===== config.mk =====
export PLATFORM = sky130hd
export DESIGN_NAME = gesture_pattern_lock_matcher
export DESIGN_NICKNAME = d
export VERILOG_FILES = /design/src/rtl/gplm_pkg.sv /design/src/rtl/gesture_pattern_lock_matcher.sv /design/src/rtl/gplm_ram.sv /design/src/rtl/gplm_axis_lane.sv
export SDC_FILE = /design/constraint.sdc
export NUM_CORES = 2
export LEC_CHECK = 0
export ABC_AREA = 1
export BUFFER_PORTS_ARGS = -buffer_cell sky130_fd_sc_hd__buf_2
export CAP_MARGIN = 30
export CORE_MARGIN = 2
export CORE_UTILIZATION = 40
export CTS_BUF_LIST = sky130_fd_sc_hd__clkbuf_16
export DETAILED_ROUTE_END_ITERATION = 12
export GPL_TIMING_DRIVEN = 0
export PLACE_DENSITY_LB_ADDON = 0.2
export SLEW_MARGIN = 20
export SYNTH_ARGS = -nofsm -noshare
export SYNTH_HDL_FRONTEND = slang
export SYNTH_SLANG_ARGS = --single-unit

===== constraint.sdc =====
create_clock -name clk -period 4 [get_ports clk]
set_input_delay 0.2 -clock clk [delete_from_list [all_inputs] [get_ports clk]]
set_output_delay 0.2 -clock clk [all_outputs]
set_load 0.1 [all_outputs]

===== src/rtl/gplm_pkg.sv =====
`default_nettype none

package gplm_pkg;

  localparam int unsigned AXIS_W  = 16;
  localparam int unsigned MODE_W  = 3;
  localparam int unsigned CNT_W   = 5;
  localparam int unsigned TOL_W   = 16;
  localparam int unsigned LIMIT_W = 5;
  localparam int unsigned CFG_IDX_W = 2;

  localparam logic [TOL_W-1:0]   TOLERANCE_RST = TOL_W'(2000);
  localparam logic [LIMIT_W-1:0] LIMIT_RST     = LIMIT_W'(5);
  localparam logic [CNT_W-1:0]   CNT_MAX       = '1;

  localparam logic [CFG_IDX_W-1:0] CFG_TOLERANCE      = CFG_IDX_W'(0);
  localparam logic [CFG_IDX_W-1:0] CFG_MISMATCH_LIMIT = CFG_IDX_W'(1);

  localparam logic ACT_PRESS  = 1'b0;
  localparam logic ACT_SAMPLE = 1'b1;

  localparam logic [MODE_W-1:0] MODE_UNSET    = MODE_W'(0);
  localparam logic [MODE_W-1:0] MODE_REC      = MODE_W'(1);
  localparam logic [MODE_W-1:0] MODE_LOCKED   = MODE_W'(2);
  localparam logic [MODE_W-1:0] MODE_CHECK    = MODE_W'(3);
  localparam logic [MODE_W-1:0] MODE_UNLOCKED = MODE_W'(4);

  typedef enum logic [4:0] {
    ST_UNSET    = 5'b00001,
    ST_REC      = 5'b00010,
    ST_LOCKED   = 5'b00100,
    ST_CHECK    = 5'b01000,
    ST_UNLOCKED = 5'b10000
  } lock_state_t;

  typedef struct packed {
    logic              action;
    logic [AXIS_W-1:0] axis_x;
    logic [AXIS_W-1:0] axis_y;
    logic [AXIS_W-1:0] axis_z;
  } in_item_t;

  typedef struct packed {
    logic [MODE_W-1:0] mode;
    logic [CNT_W-1:0]  sample_count;
    logic [CNT_W-1:0]  mismatch_total;
    logic              attempt_done;
    logic              attempt_passed;
  } out_item_t;

endpackage

`default_nettype wire


===== src/rtl/gesture_pattern_lock_matcher.sv =====
// Gesture pattern lock matcher.
// in_*  : one request per press or gyro sample (in_data.action 0 = press, 1 = sample).
// out_* : exactly one result per accepted request, in order: mode, sample count,
//         mismatch total and the attempt verdict flags.
// cfg_* : register writes (index 0 tolerance, index 1 mismatch limit); cfg_ready
//         is always high. Write only while no request is in flight.
// Output: a result is registered into the output register if free, else into
//         the skid entry. Throughput: one request per cycle unless in_stall;
//         the three axis lanes compare against the stored pattern entry in the
//         accept cycle, the entry prefetched from the pattern RAM the cycle before.
// Stall: an output register plus one skid entry hold results; in_stall rises
//         only when both are full, and is a registered signal.
// Reset: rst_n (sync, active low) returns to the unset mode, clears counters,
//         restores tolerance 2000 and limit 5, and empties the output stages.
//         Pattern RAM contents are not cleared; a check always follows a full
//         recording so no unwritten entry is used.
`default_nettype none

module gesture_pattern_lock_matcher #(
  parameter int unsigned PATTERN_LEN = 30,
  parameter int unsigned SAMPLE_BITS = 16
) (
  input  wire logic                              clk,
  input  wire logic                              rst_n,
  input  wire logic                              in_valid,
  output logic                                   in_stall,
  input  wire gplm_pkg::in_item_t                in_data,
  output logic                                   out_valid,
  input  wire logic                              out_stall,
  output gplm_pkg::out_item_t                    out_data,
  input  wire logic                              cfg_valid,
  output logic                                   cfg_ready,
  input  wire logic [gplm_pkg::CFG_IDX_W-1:0]    cfg_index,
  input  wire logic [gplm_pkg::TOL_W-1:0]        cfg_wdata
);

  localparam int unsigned IW = $clog2(PATTERN_LEN + 1);
  localparam int unsigned AW = (PATTERN_LEN > 1) ? $clog2(PATTERN_LEN) : 1;
  localparam int unsigned PW = 3 * SAMPLE_BITS;
  localparam logic [IW-1:0] LEN = IW'(PATTERN_LEN);

  gplm_pkg::lock_state_t state_r, state_nxt;
  logic [IW-1:0]                    idx_r, idx_nxt;
  logic [gplm_pkg::CNT_W-1:0]       cnt_r, cnt_nxt;
  logic                             failed_r, failed_nxt;
  logic [gplm_pkg::TOL_W-1:0]       tol_r, tol_nxt;
  logic [gplm_pkg::LIMIT_W-1:0]     limit_r, limit_nxt;

  logic                             out_valid_r, out_valid_nxt;
  gplm_pkg::out_item_t              out_data_r, out_data_nxt;
  logic                             skid_valid_r, skid_valid_nxt;
  gplm_pkg::out_item_t              skid_data_r, skid_data_nxt;

  logic                             in_fire;
  logic                             out_free;
  logic                             is_sample;
  logic                             idx_in_range;
  logic [IW-1:0]                    idx_inc;
  logic [gplm_pkg::CNT_W-1:0]       cnt_inc;
  logic [SAMPLE_BITS-1:0]           s_x, s_y, s_z;
  logic [PW-1:0]                    stored;
  logic [2:0]                       lane_diff;
  logic                             mismatch;
  logic                             done;
  logic                             passed;
  logic                             ram_we;
  logic [AW-1:0]                    ram_waddr;
  logic [AW-1:0]                    ram_raddr;
  logic [IW-1:0]                    rd_idx;
  logic [gplm_pkg::MODE_W-1:0]      mode_code;
  gplm_pkg::out_item_t              res;

  assign in_fire   = in_valid && !skid_valid_r;
  assign in_stall  = skid_valid_r;
  assign cfg_ready = 1'b1;
  assign out_valid = out_valid_r;
  assign out_data  = out_data_r;

  assign s_x = SAMPLE_BITS'(in_data.axis_x);
  assign s_y = SAMPLE_BITS'(in_data.axis_y);
  assign s_z = SAMPLE_BITS'(in_data.axis_z);

  assign is_sample    = (in_data.action == gplm_pkg::ACT_SAMPLE);
  assign idx_in_range = idx_r < LEN;
  assign idx_inc      = idx_r + 1'b1;
  assign cnt_inc      = (cnt_r < gplm_pkg::CNT_MAX) ? cnt_r + 1'b1 : cnt_r;

  // Pattern store: write during recording, prefetch the next entry to compare.
  assign ram_we    = in_fire && is_sample && (state_r == gplm_pkg::ST_REC) && idx_in_range;
  assign ram_waddr = idx_r[AW-1:0];
  assign rd_idx    = in_fire ? idx_nxt : idx_r;
  assign ram_raddr = (rd_idx < LEN) ? rd_idx[AW-1:0] : '0;

  gplm_ram #(
    .WIDTH (PW),
    .DEPTH (PATTERN_LEN)
  ) u_pattern_ram (
    .clk     (clk),
    .wr_en   (ram_we),
    .wr_addr (ram_waddr),
    .wr_data ({s_x, s_y, s_z}),
    .rd_addr (ram_raddr),
    .rd_data (stored)
  );

  gplm_axis_lane #(.SAMPLE_BITS(SAMPLE_BITS)) u_lane_x (
    .stored    (stored[3*SAMPLE_BITS-1:2*SAMPLE_BITS]),
    .sample    (s_x),
    .tolerance (tol_r),
    .differs   (lane_diff[2])
  );

  gplm_axis_lane #(.SAMPLE_BITS(SAMPLE_BITS)) u_lane_y (
    .stored    (stored[2*SAMPLE_BITS-1:SAMPLE_BITS]),
    .sample    (s_y),
    .tolerance (tol_r),
    .differs   (lane_diff[1])
  );

  gplm_axis_lane #(.SAMPLE_BITS(SAMPLE_BITS)) u_lane_z (
    .stored    (stored[SAMPLE_BITS-1:0]),
    .sample    (s_z),
    .tolerance (tol_r),
    .differs   (lane_diff[0])
  );

  // Merge: a mismatch needs all three axes out of tolerance.
  assign mismatch = &lane_diff;

  always_comb begin
    state_nxt  = state_r;
    idx_nxt    = idx_r;
    cnt_nxt    = cnt_r;
    failed_nxt = failed_r;
    done       = 1'b0;
    passed     = 1'b0;
    if (!is_sample) begin
      unique case (state_r)
        gplm_pkg::ST_UNSET: begin
          state_nxt = gplm_pkg::ST_REC;
          idx_nxt   = '0;
        end
        gplm_pkg::ST_LOCKED: begin
          state_nxt  = gplm_pkg::ST_CHECK;
          idx_nxt    = '0;
          cnt_nxt    = '0;
          failed_nxt = 1'b0;
        end
        gplm_pkg::ST_UNLOCKED: begin
          state_nxt = gplm_pkg::ST_LOCKED;
        end
        default: begin
        end
      endcase
    end else if (idx_in_range) begin
      unique case (state_r)
        gplm_pkg::ST_REC: begin
          idx_nxt = idx_inc;
          if (idx_inc >= LEN) begin
            state_nxt = gplm_pkg::ST_LOCKED;
          end
        end
        gplm_pkg::ST_CHECK: begin
          if (!failed_r && mismatch) begin
            cnt_nxt = cnt_inc;
            if (cnt_inc > gplm_pkg::CNT_W'(limit_r)) begin
              failed_nxt = 1'b1;
            end
          end
          idx_nxt = idx_inc;
          if (idx_inc >= LEN) begin
            done      = 1'b1;
            passed    = !failed_nxt;
            state_nxt = failed_nxt ? gplm_pkg::ST_LOCKED : gplm_pkg::ST_UNLOCKED;
          end
        end
        default: begin
        end
      endcase
    end
  end

  always_comb begin
    unique case (state_nxt)
      gplm_pkg::ST_UNSET:    mode_code = gplm_pkg::MODE_UNSET;
      gplm_pkg::ST_REC:      mode_code = gplm_pkg::MODE_REC;
      gplm_pkg::ST_LOCKED:   mode_code = gplm_pkg::MODE_LOCKED;
      gplm_pkg::ST_CHECK:    mode_code = gplm_pkg::MODE_CHECK;
      gplm_pkg::ST_UNLOCKED: mode_code = gplm_pkg::MODE_UNLOCKED;
      default:               mode_code = gplm_pkg::MODE_UNSET;
    endcase
  end

  always_comb begin
    res.mode           = mode_code;
    res.sample_count   = gplm_pkg::CNT_W'(idx_nxt);
    res.mismatch_total = cnt_nxt;
    res.attempt_done   = done;
    res.attempt_passed = passed;
  end

  always_comb begin
    tol_nxt   = tol_r;
    limit_nxt = limit_r;
    if (cfg_valid && cfg_ready) begin
      if (cfg_index == gplm_pkg::CFG_TOLERANCE) begin
        tol_nxt = cfg_wdata;
      end else if (cfg_index == gplm_pkg::CFG_MISMATCH_LIMIT) begin
        limit_nxt = cfg_wdata[gplm_pkg::LIMIT_W-1:0];
      end
    end
  end

  // Output register with one skid entry.
  assign out_free = !out_valid_r || !out_stall;

  always_comb begin
    out_valid_nxt  = out_valid_r;
    out_data_nxt   = out_data_r;
    skid_valid_nxt = skid_valid_r;
    skid_data_nxt  = skid_data_r;
    if (out_free) begin
      if (skid_valid_r) begin
        out_valid_nxt  = 1'b1;
        out_data_nxt   = skid_data_r;
        skid_valid_nxt = 1'b0;
      end else begin
        out_valid_nxt = in_fire;
        out_data_nxt  = res;
      end
    end else if (in_fire) begin
      skid_valid_nxt = 1'b1;
      skid_data_nxt  = res;
    end
  end

  always_ff @(posedge clk) begin
    if (!rst_n) begin
      state_r      <= gplm_pkg::ST_UNSET;
      idx_r        <= '0;
      cnt_r        <= '0;
      failed_r     <= 1'b0;
      tol_r        <= gplm_pkg::TOLERANCE_RST;
      limit_r      <= gplm_pkg::LIMIT_RST;
      out_valid_r  <= 1'b0;
      skid_valid_r <= 1'b0;
    end else begin
      if (in_fire) begin
        state_r  <= state_nxt;
        idx_r    <= idx_nxt;
        cnt_r    <= cnt_nxt;
        failed_r <= failed_nxt;
      end
      tol_r        <= tol_nxt;
      limit_r      <= limit_nxt;
      out_valid_r  <= out_valid_nxt;
      skid_valid_r <= skid_valid_nxt;
    end
  end

  always_ff @(posedge clk) begin
    out_data_r  <= out_data_nxt;
    skid_data_r <= skid_data_nxt;
  end

  a_skid_behind_out: assert property (@(posedge clk) disable iff (!rst_n)
    skid_valid_r |-> out_valid_r)
    else $error("skid entry held while output register empty");

  a_done_verdict: assert property (@(posedge clk) disable iff (!rst_n)
    (out_valid_r && out_data_r.attempt_done) |->
      ((out_data_r.attempt_passed && out_data_r.mode == gplm_pkg::MODE_UNLOCKED) ||
       (!out_data_r.attempt_passed && out_data_r.mode == gplm_pkg::MODE_LOCKED)))
    else $error("attempt verdict disagrees with mode");

  a_failed_count_frozen: assert property (@(posedge clk) disable iff (!rst_n)
    (in_fire && failed_r && is_sample && state_r == gplm_pkg::ST_CHECK) |=>
      (cnt_r == $past(cnt_r)))
    else $error("mismatch count moved after attempt failed");

  a_out_hold: assert property (@(posedge clk) disable iff (!rst_n)
    (in_fire && !out_free) |=> skid_valid_r)
    else $error("request accepted under stall not parked in skid entry");

endmodule

`default_nettype wire


===== src/rtl/gplm_ram.sv =====
`default_nettype none

module gplm_ram #(
  parameter int unsigned WIDTH = 48,
  parameter int unsigned DEPTH = 30,
  localparam int unsigned AW = (DEPTH > 1) ? $clog2(DEPTH) : 1
) (
  input  wire logic             clk,
  input  wire logic             wr_en,
  input  wire logic [AW-1:0]    wr_addr,
  input  wire logic [WIDTH-1:0] wr_data,
  input  wire logic [AW-1:0]    rd_addr,
  output logic      [WIDTH-1:0] rd_data
);

  logic [WIDTH-1:0] mem_r [DEPTH];
  logic [WIDTH-1:0] rd_data_r;

  always_ff @(posedge clk) begin
    if (wr_en) begin
      mem_r[wr_addr] <= wr_data;
    end
    rd_data_r <= mem_r[rd_addr];
  end

  assign rd_data = rd_data_r;

endmodule

`default_nettype wire


===== src/rtl/gplm_axis_lane.sv =====
`default_nettype none

module gplm_axis_lane #(
  parameter int unsigned SAMPLE_BITS = 16,
  localparam int unsigned CW = (SAMPLE_BITS > gplm_pkg::TOL_W) ? SAMPLE_BITS : gplm_pkg::TOL_W
) (
  input  wire logic [SAMPLE_BITS-1:0]     stored,
  input  wire logic [SAMPLE_BITS-1:0]     sample,
  input  wire logic [gplm_pkg::TOL_W-1:0] tolerance,
  output logic                            differs
);

  logic [SAMPLE_BITS-1:0] diff;

  always_comb begin
    if (stored > sample) begin
      diff = stored - sample;
    end else begin
      diff = sample - stored;
    end
    differs = CW'(diff) >= CW'(tolerance);
  end

endmodule

`default_nettype wire


# Yosys cells after proc, flatten, opt, wreduce, memory -nomap -nowiden
# Memory sizes are Yosys's and may differ from the RTL's. A register that Yosys moved wholly into a read port is not among the register bits.
# Cells that the tools add are included.
# Widths: inputs -> output; s select.
dict set report classes {
  n_bitwise 3
  eq_ne 12
  muxes 44
  add_sub_neg 8
  magnitude_cmp 11
  n_reduce_logical 21
}
# operator n
set ops {}
lappend ops {{$sub 16x16->16} 6}
lappend ops {{$mux 5} 17}
lappend ops {{$ge 16x16->1} 3}
lappend ops {{$gt 16x16->1} 3}
lappend ops {{$mux 16} 3}
lappend ops {{$mux 1} 20}
lappend ops {{$lt 5x5->1 const B} 3}
lappend ops {{$mux 15} 1}
lappend ops {{$pmux 5 s3} 1}
lappend ops {{$pmux 3 s4} 1}
lappend ops {{$add 5x1->5 const B} 2}
lappend ops {{$eq 5x2->1 const B} 2}
lappend ops {{$eq 5x3->1 const B} 2}
lappend ops {{$eq 5x4->1 const B} 2}
lappend ops {{$eq 5x5->1 const B} 2}
lappend ops {{$pmux 5 s2} 1}
lappend ops {{$reduce_and 3->1} 2}
lappend ops {{$reduce_or 2->1} 3}
lappend ops {{$eq 5x1->1 const B} 1}
lappend ops {{$ge 5x5->1 const B} 1}
lappend ops {{$gt 5x5->1} 1}
lappend ops {{$logic_and 1x1->1} 5}
lappend ops {{$logic_not 1->1} 5}
lappend ops {{$ne 2x1->1 const B} 2}
lappend ops {{7 further kinds} 10}
dict set report totals {
  mem_bits_rw 1440
  memories 1
  input_bits 72
  register_bits 69
}
# name depth width read_ports rd_clocked_by_memory_dff write_ports line_no
set memory_table {}
lappend memory_table {u_pattern_ram.mem_r 30 48 1 1 1 gplm_ram.sv:16} ;# logic [WIDTH-1:0] mem_r [DEPTH];

# Depth between registers and ports, before layout
dict set report logic_depth {
  ltp_word 17
  ltp_mapped 34
}

# By module
# A second synthesis with hierarchy kept.
dict set report unflattened {
  hier_cells 6985
  area_unflattened_um2 70631.5
}
# mod cells_per_inst area_per_inst_um2 n_inst seq_area_each_um2
set modules_own_cells {}
lappend modules_own_cells {gplm_ram 5057 59355.7 1 44202.4}
lappend modules_own_cells {{gplm_axis_lane (u_lane_x ...)} 505 2615.0 2 0.0}
lappend modules_own_cells {gesture_pattern_lock_matcher 438 3503.4 1 1681.6}
lappend modules_own_cells {{gplm_axis_lane (u_lane_z)} 480 2542.4 1 0.0}

# Worst setup path before layout
# OpenSTA, ideal clock, no wires.
dict set report synth_path {
  path_type {register -> register}
  startpoint {reg skid_valid_r (netlist: in_stall)}
  endpoint {mem u_pattern_ram.mem_r[0][0], enable pin}
  arrival_time_ns 3.902
  stages_incl_launch_ff 6
  slack_ns -0.356
  setup_time_ns 0.454
  cell_sequence {dfxtp_1 > nor2_2 > clkinv_1 > nor3_1 > nand2_1 > nor2_1}
}
dict set report synth_via {
  elab_chain_len 7
}
# item line_no
set synth_lines {}
lappend synth_lines {{start: declaration} gesture_pattern_lock_matcher.sv:51} ;# logic skid_valid_r, skid_valid_nxt;
lappend synth_lines {{start signal: assignment} gesture_pattern_lock_matcher.sv:257} ;# skid_valid_r <= skid_valid_nxt;
lappend synth_lines {{$logic_not 1->1} gesture_pattern_lock_matcher.sv:73} ;# assign in_fire = in_valid && !skid_valid_r;
lappend synth_lines {{$logic_and 1x1->1} gesture_pattern_lock_matcher.sv:73}
lappend synth_lines {{$logic_and 1x1->1 (3 in series)} gesture_pattern_lock_matcher.sv:89} ;# assign ram_we = in_fire && is_sample && (state_r == gplm_pkg::ST_REC) && idx_in_range;
lappend synth_lines {{$mux 1} gplm_ram.sv:20} ;# if (wr_en) begin
lappend synth_lines {{$mux 1 (not written as such)} gplm_ram.sv:21} ;# mem_r[wr_addr] <= wr_data;
lappend synth_lines {{end: declaration} gplm_ram.sv:16}
# No other way between the ends.

# Worst setup path after layout
dict set report layout_path {
  startpoint {reg u_pattern_ram.rd_data_r[16] (netlist: u_pattern_ram.rd_data[16]), read port of u_pattern_ram.mem_r}
  endpoint {reg out_data_r (netlist bit out_data[12]) (data pin)}
}
dict set report layout_via {
  elab_chain_len 17
  elab_cells_between_ends 22
  classes_between {add/sub: 2; order compare: 2; eq/ne: 4; mux: 12; reduce/logical: 2}
}
# item line_no
set layout_lines {}
lappend layout_lines {{start: declaration} gplm_ram.sv:17} ;# logic [WIDTH-1:0] rd_data_r;
lappend layout_lines {{$sub 16x16->16 (tied with other cells)} gplm_axis_lane.sv:19} ;# diff = sample - stored;
lappend layout_lines {{$mux 16 (*)} gplm_axis_lane.sv:16} ;# if (stored > sample) begin
lappend layout_lines {{$ge 16x16->1 (*)} gplm_axis_lane.sv:21} ;# differs = CW'(diff) >= CW'(tolerance);
lappend layout_lines {{$reduce_and 3->1 (*)} gesture_pattern_lock_matcher.sv:128} ;# assign mismatch = &lane_diff;
lappend layout_lines {{$logic_and 1x1->1 (*)} gesture_pattern_lock_matcher.sv:164} ;# if (!failed_r && mismatch) begin
lappend layout_lines {{$mux 1 (*)} gesture_pattern_lock_matcher.sv:164}
lappend layout_lines {{$mux 1 (*)} gesture_pattern_lock_matcher.sv:156} ;# unique case (state_r)
lappend layout_lines {{$mux 1 (*)} gesture_pattern_lock_matcher.sv:155} ;# end else if (idx_in_range) begin
lappend layout_lines {{(+2 left out)} n/a}
lappend layout_lines {{$mux 5 (*)} gesture_pattern_lock_matcher.sv:171} ;# if (idx_inc >= LEN) begin
lappend layout_lines {{$pmux 5 s2 (*)} gesture_pattern_lock_matcher.sv:156}
lappend layout_lines {{$mux 5 (*)} gesture_pattern_lock_matcher.sv:155}
lappend layout_lines {{$mux 5 (*)} gesture_pattern_lock_matcher.sv:137} ;# if (!is_sample) begin
lappend layout_lines {{$eq 5x5->1 (tied with other cells)} gesture_pattern_lock_matcher.sv:184} ;# unique case (state_nxt)
lappend layout_lines {{$pmux 3 s4 (*)} gesture_pattern_lock_matcher.sv:184}
lappend layout_lines {{named net mode_code, one bit} gesture_pattern_lock_matcher.sv:70} ;# logic [gplm_pkg::MODE_W-1:0] mode_code;
lappend layout_lines {{$mux 15 (*)} gesture_pattern_lock_matcher.sv:223} ;# if (skid_valid_r) begin
lappend layout_lines {{end signal: assignment} gesture_pattern_lock_matcher.sv:262} ;# out_data_r <= out_data_nxt;
lappend layout_lines {{end: declaration} gesture_pattern_lock_matcher.sv:50} ;# gplm_pkg::out_item_t out_data_r, out_data_nxt;
# The timed path passes the listed nets; every way through them passes the cells marked *. The select of a mux whose other input is x is not followed.
# A chain may end at the register's enable or synchronous reset.

==> results.toml <==
[placement]
dp_slack_ns = -2.31
place_inst = 9941
gp_routability_congestion = 0.904
port_buffers = 88
place_hpwl_mm = 172

[power]
p_comb_frac = 0.203
p_clk_frac = 0.357
switching_share = 0.302
p_leak_nw = 36.6
p_int_mw = 28.7
p_total_mw = 41.1
switching_power_mw = 12.4
seqPwrFrac = 0.440
p_per_area_nw_per_um2 = 477
ir_drop_uv = 359

[detailed_routing]
viasPerCell = 5.21
drt-initial-drc-count = 6484
wl_mm = 252
ant_nets = 0
drtPass1Iterations = 6
routedWlPerCell_um = 24.1
drc_errors = 0
route.vias.total = 54400

[synthesis]
ys_seq_area_frac = 0.632
ys_types = 48
synth_cells = 7414
synth_compound_area_frac = 0.0655
synth_xor_area_frac = 0.00591
syn_avg_cell_area_um2 = 9.80
ys_warn_count = 0
syn_nets = 7644
synthAdderAreaFrac = 0.0278
yosys_most_used_dff = "edfxtp_1"
synth_top_family_by_area = "simple AND/OR/NAND/NOR gates"
synth_area_um2 = 72600
ys_ff_latch = 1557
synth-simple-area-share = 0.176
synth_mux_area_frac = 0.00339
async_reset_ff_frac = 0
synth_edf_count = 1470

[timing]
period_share = 1.14
maxSlewViolCount = 0
grt_setup_unrepaired = "true"
finClkSkew_ns = 0.0383
fin_crit_ns = 4.58
max_slew.worst_pin.slew_ns = 1.01
clock.fmax_ghz = 0.218
slew_headroom = 0.322
finalWorstSetupSlack_ns = -0.580
setup_viol = 26
fin_hold_ws_ns = 0.0578
hold_viol = 0

[cts]
insertion_delay_ns = 0.84
clk_pin_slew_ns = 0.06
clock_path_buffers = 3
htreeDepth = 4
cts_sinks = 1557
cts_buffers = 168
root_buffer = "clkbuf_16"
cts_tree = "built"

[global_routing]
grt_use_total = 0.267
grt_pass1_wl_mm = 355
grt-ovfl-total = 0
grt_pass1_vias = 51100
antenna_found_initial = 42
grt_start_max_net_pins = 34

[floorplanning]
fp.dieArea_um2 = 185000
die_height_um = 430
rows = 156
initial_core_util = 0.402
die_w_um = 430
io_pins = 90
core_region_area_um2 = 181000

[worst_setup_path]
required_ns = 4.56
cp-start-kind = "flip-flop"
path_max_fanout = 10
critPathKind = "flip-flop to flip-flop"
cpPeakStageDelay_ns = 0.46
cp_data_arrival_time_ns = 5.14
cp-end-kind = "flip-flop"
cp_slowest_cell = "xor2_2"

[final_layout]
layoutNonFillerInstCount = 10500
nFillCells = 16500
layout_common_cells = "nand2_1 (1,573), edfxtp_1 (1,470), inv_1 (1,268)"
nNetsFinal = 8155
syn2layout_area_growth_pct = 18.5
final_common_cell = "nand2_1"
drive_above_1_share = 0.123

[hold_path]
min_path_type = "primary input to flip-flop"

[run]
maxCapViolations = 0

[run_status]
violations = "setup timing"
status = "finished, violations left"
[per-layer routing]
layer | global-route usage | vias to the layer above | share of wire
li1 | - | 25400 | -
met1 | 0.364 | 26200 | 0.41
met4 | 0.0998 | 16 | 0.035
met3 | 0.0520 | 456 | 0.096
met5 | 0 | - | 0.00044
met2 | 0.423 | 2379 | 0.45
[path summary, 6_finish.rpt]
check                            startpoint                   endpoint  slack [ns]  cells past startpoint
setup reg to reg  u_pattern_ram.rd_data[16]               out_data[12]       -0.58                     31
setup / recovery  u_pattern_ram.rd_data[16]               out_data[12]       -0.58                     31
hold / removal                   in_data[5]  u_pattern_ram.mem_r[4][5]        0.06                      1
hold reg to reg                    cnt_r[4]                   cnt_r[4]        0.47                      2
[worst max-delay path: cells and delay by family (launching register included)]
| kind | cells | cell delay (ns) |
|---|---|---|
| simple gates | 19 | 1.84 |
| fa+ha+maj | 3 | 0.77 |
| buf+inv | 5 | 0.50 |
| xor+xnor | 1 | 0.46 |
| compound gates | 3 | 0.40 |
| flops | 1 | 0.34 |
[sequential cells by signal, summed over array words and instances (netlist names)]
| name | cells |
|---|---|
| u_pattern_ram.mem_r | 1440 |
| u_pattern_ram.rd_data | 48 |
| tol_r | 16 |
| out_data | 15 |
| skid_data_r | 15 |
| cnt_r | 5 |
| idx_r | 5 |
| limit_r | 5 |
| state_r | 5 |
| failed_r | 1 |
| in_stall | 1 |
| out_valid | 1 |
[timing repair]
item,4_1_cts,5_1_grt
setup buffers,36,18
pin swaps,40,60
cloned,1,0
hold buffers,133,0
gates resized for setup,145,195
setup endpoints to repair,74,66
hold endpoints to repair,1156,0
[through the flow]
step,util,setup TNS [ns],area (µm²)
2_1_floorplan,-,-501.32,72600
3_3_place_gp,0.421,-4210.17,76000
3_5_place_dp,0.431,-106.69,77800
4_1_cts,0.472,-9.14,85300
5_1_grt,0.477,-14.46,86100
6_report,0.477,-10.48,86100
[power groups by stage]
| stage | logic (mW) | registers, mW | clock network [mW] |
|---|---|---|---|
| 2_1_floorplan | 4.12 | 18.5 | 0 |
| 3_3_place_gp | 6.94 | 18.4 | 0 |
| 3_5_place_dp | 7.04 | 18.4 | 0 |
| 4_1_cts | 7.73 | 18.1 | 14.8 |
| 5_1_grt | 9.03 | 18.1 | 15.4 |
| 6_report | 8.36 | 18.1 | 14.7 |
[logic make-up after synthesis]
logic type               Yosys count
adder cells (fa/ha/maj)          158
other                              1
multiplexers                      23
XOR/XNOR                          49
AND/OR/NAND/NOR                 3116
flip-flops                      1557
AO/OA/AOI/OAI                    893
buffers and inverters           1617
[cells in the mapped netlist, types with 10 or more instances]
cell type | n | area share
nand2_1 | 1598 | 0.083
edfxtp_1 | 1470 | 0.61
inv_1 | 1236 | 0.064
nand3_1 | 775 | 0.053
nor2_1 | 693 | 0.036
a21oi_1 | 671 | 0.046
buf_2 | 243 | 0.017
ha_1 | 152 | 0.026
o21ai_0 | 110 | 0.0076
dfxtp_1 | 87 | 0.024
clkbuf_1 | 80 | 0.0041
o211ai_1 | 69 | 0.0071
xor2_1 | 42 | 0.0051
buf_4 | 28 | 0.0029
nor3_1 | 19 | 0.0013
buf_1 | 16 | 0.00083
mux2_2 | 13 | 0.0020
nand4_1 | 11 | 0.00095
mux2i_1 | 10 | 0.0014
[final cells by class]
type                       count  area (µm²)  area share
tap                         2370        2970      0.0344
inverter                    1246        4680      0.0544
clock buffer                 171        4280      0.0497
multi-input combinational   4240       21300       0.248
sequential                  1557       45900       0.533
antenna                       18        45.0    0.000523
buffer                       365        2040      0.0237
timing repair buffer         347        4050      0.0470
clock inverter               136         808     0.00939
(Power assumes the default switching activity.)
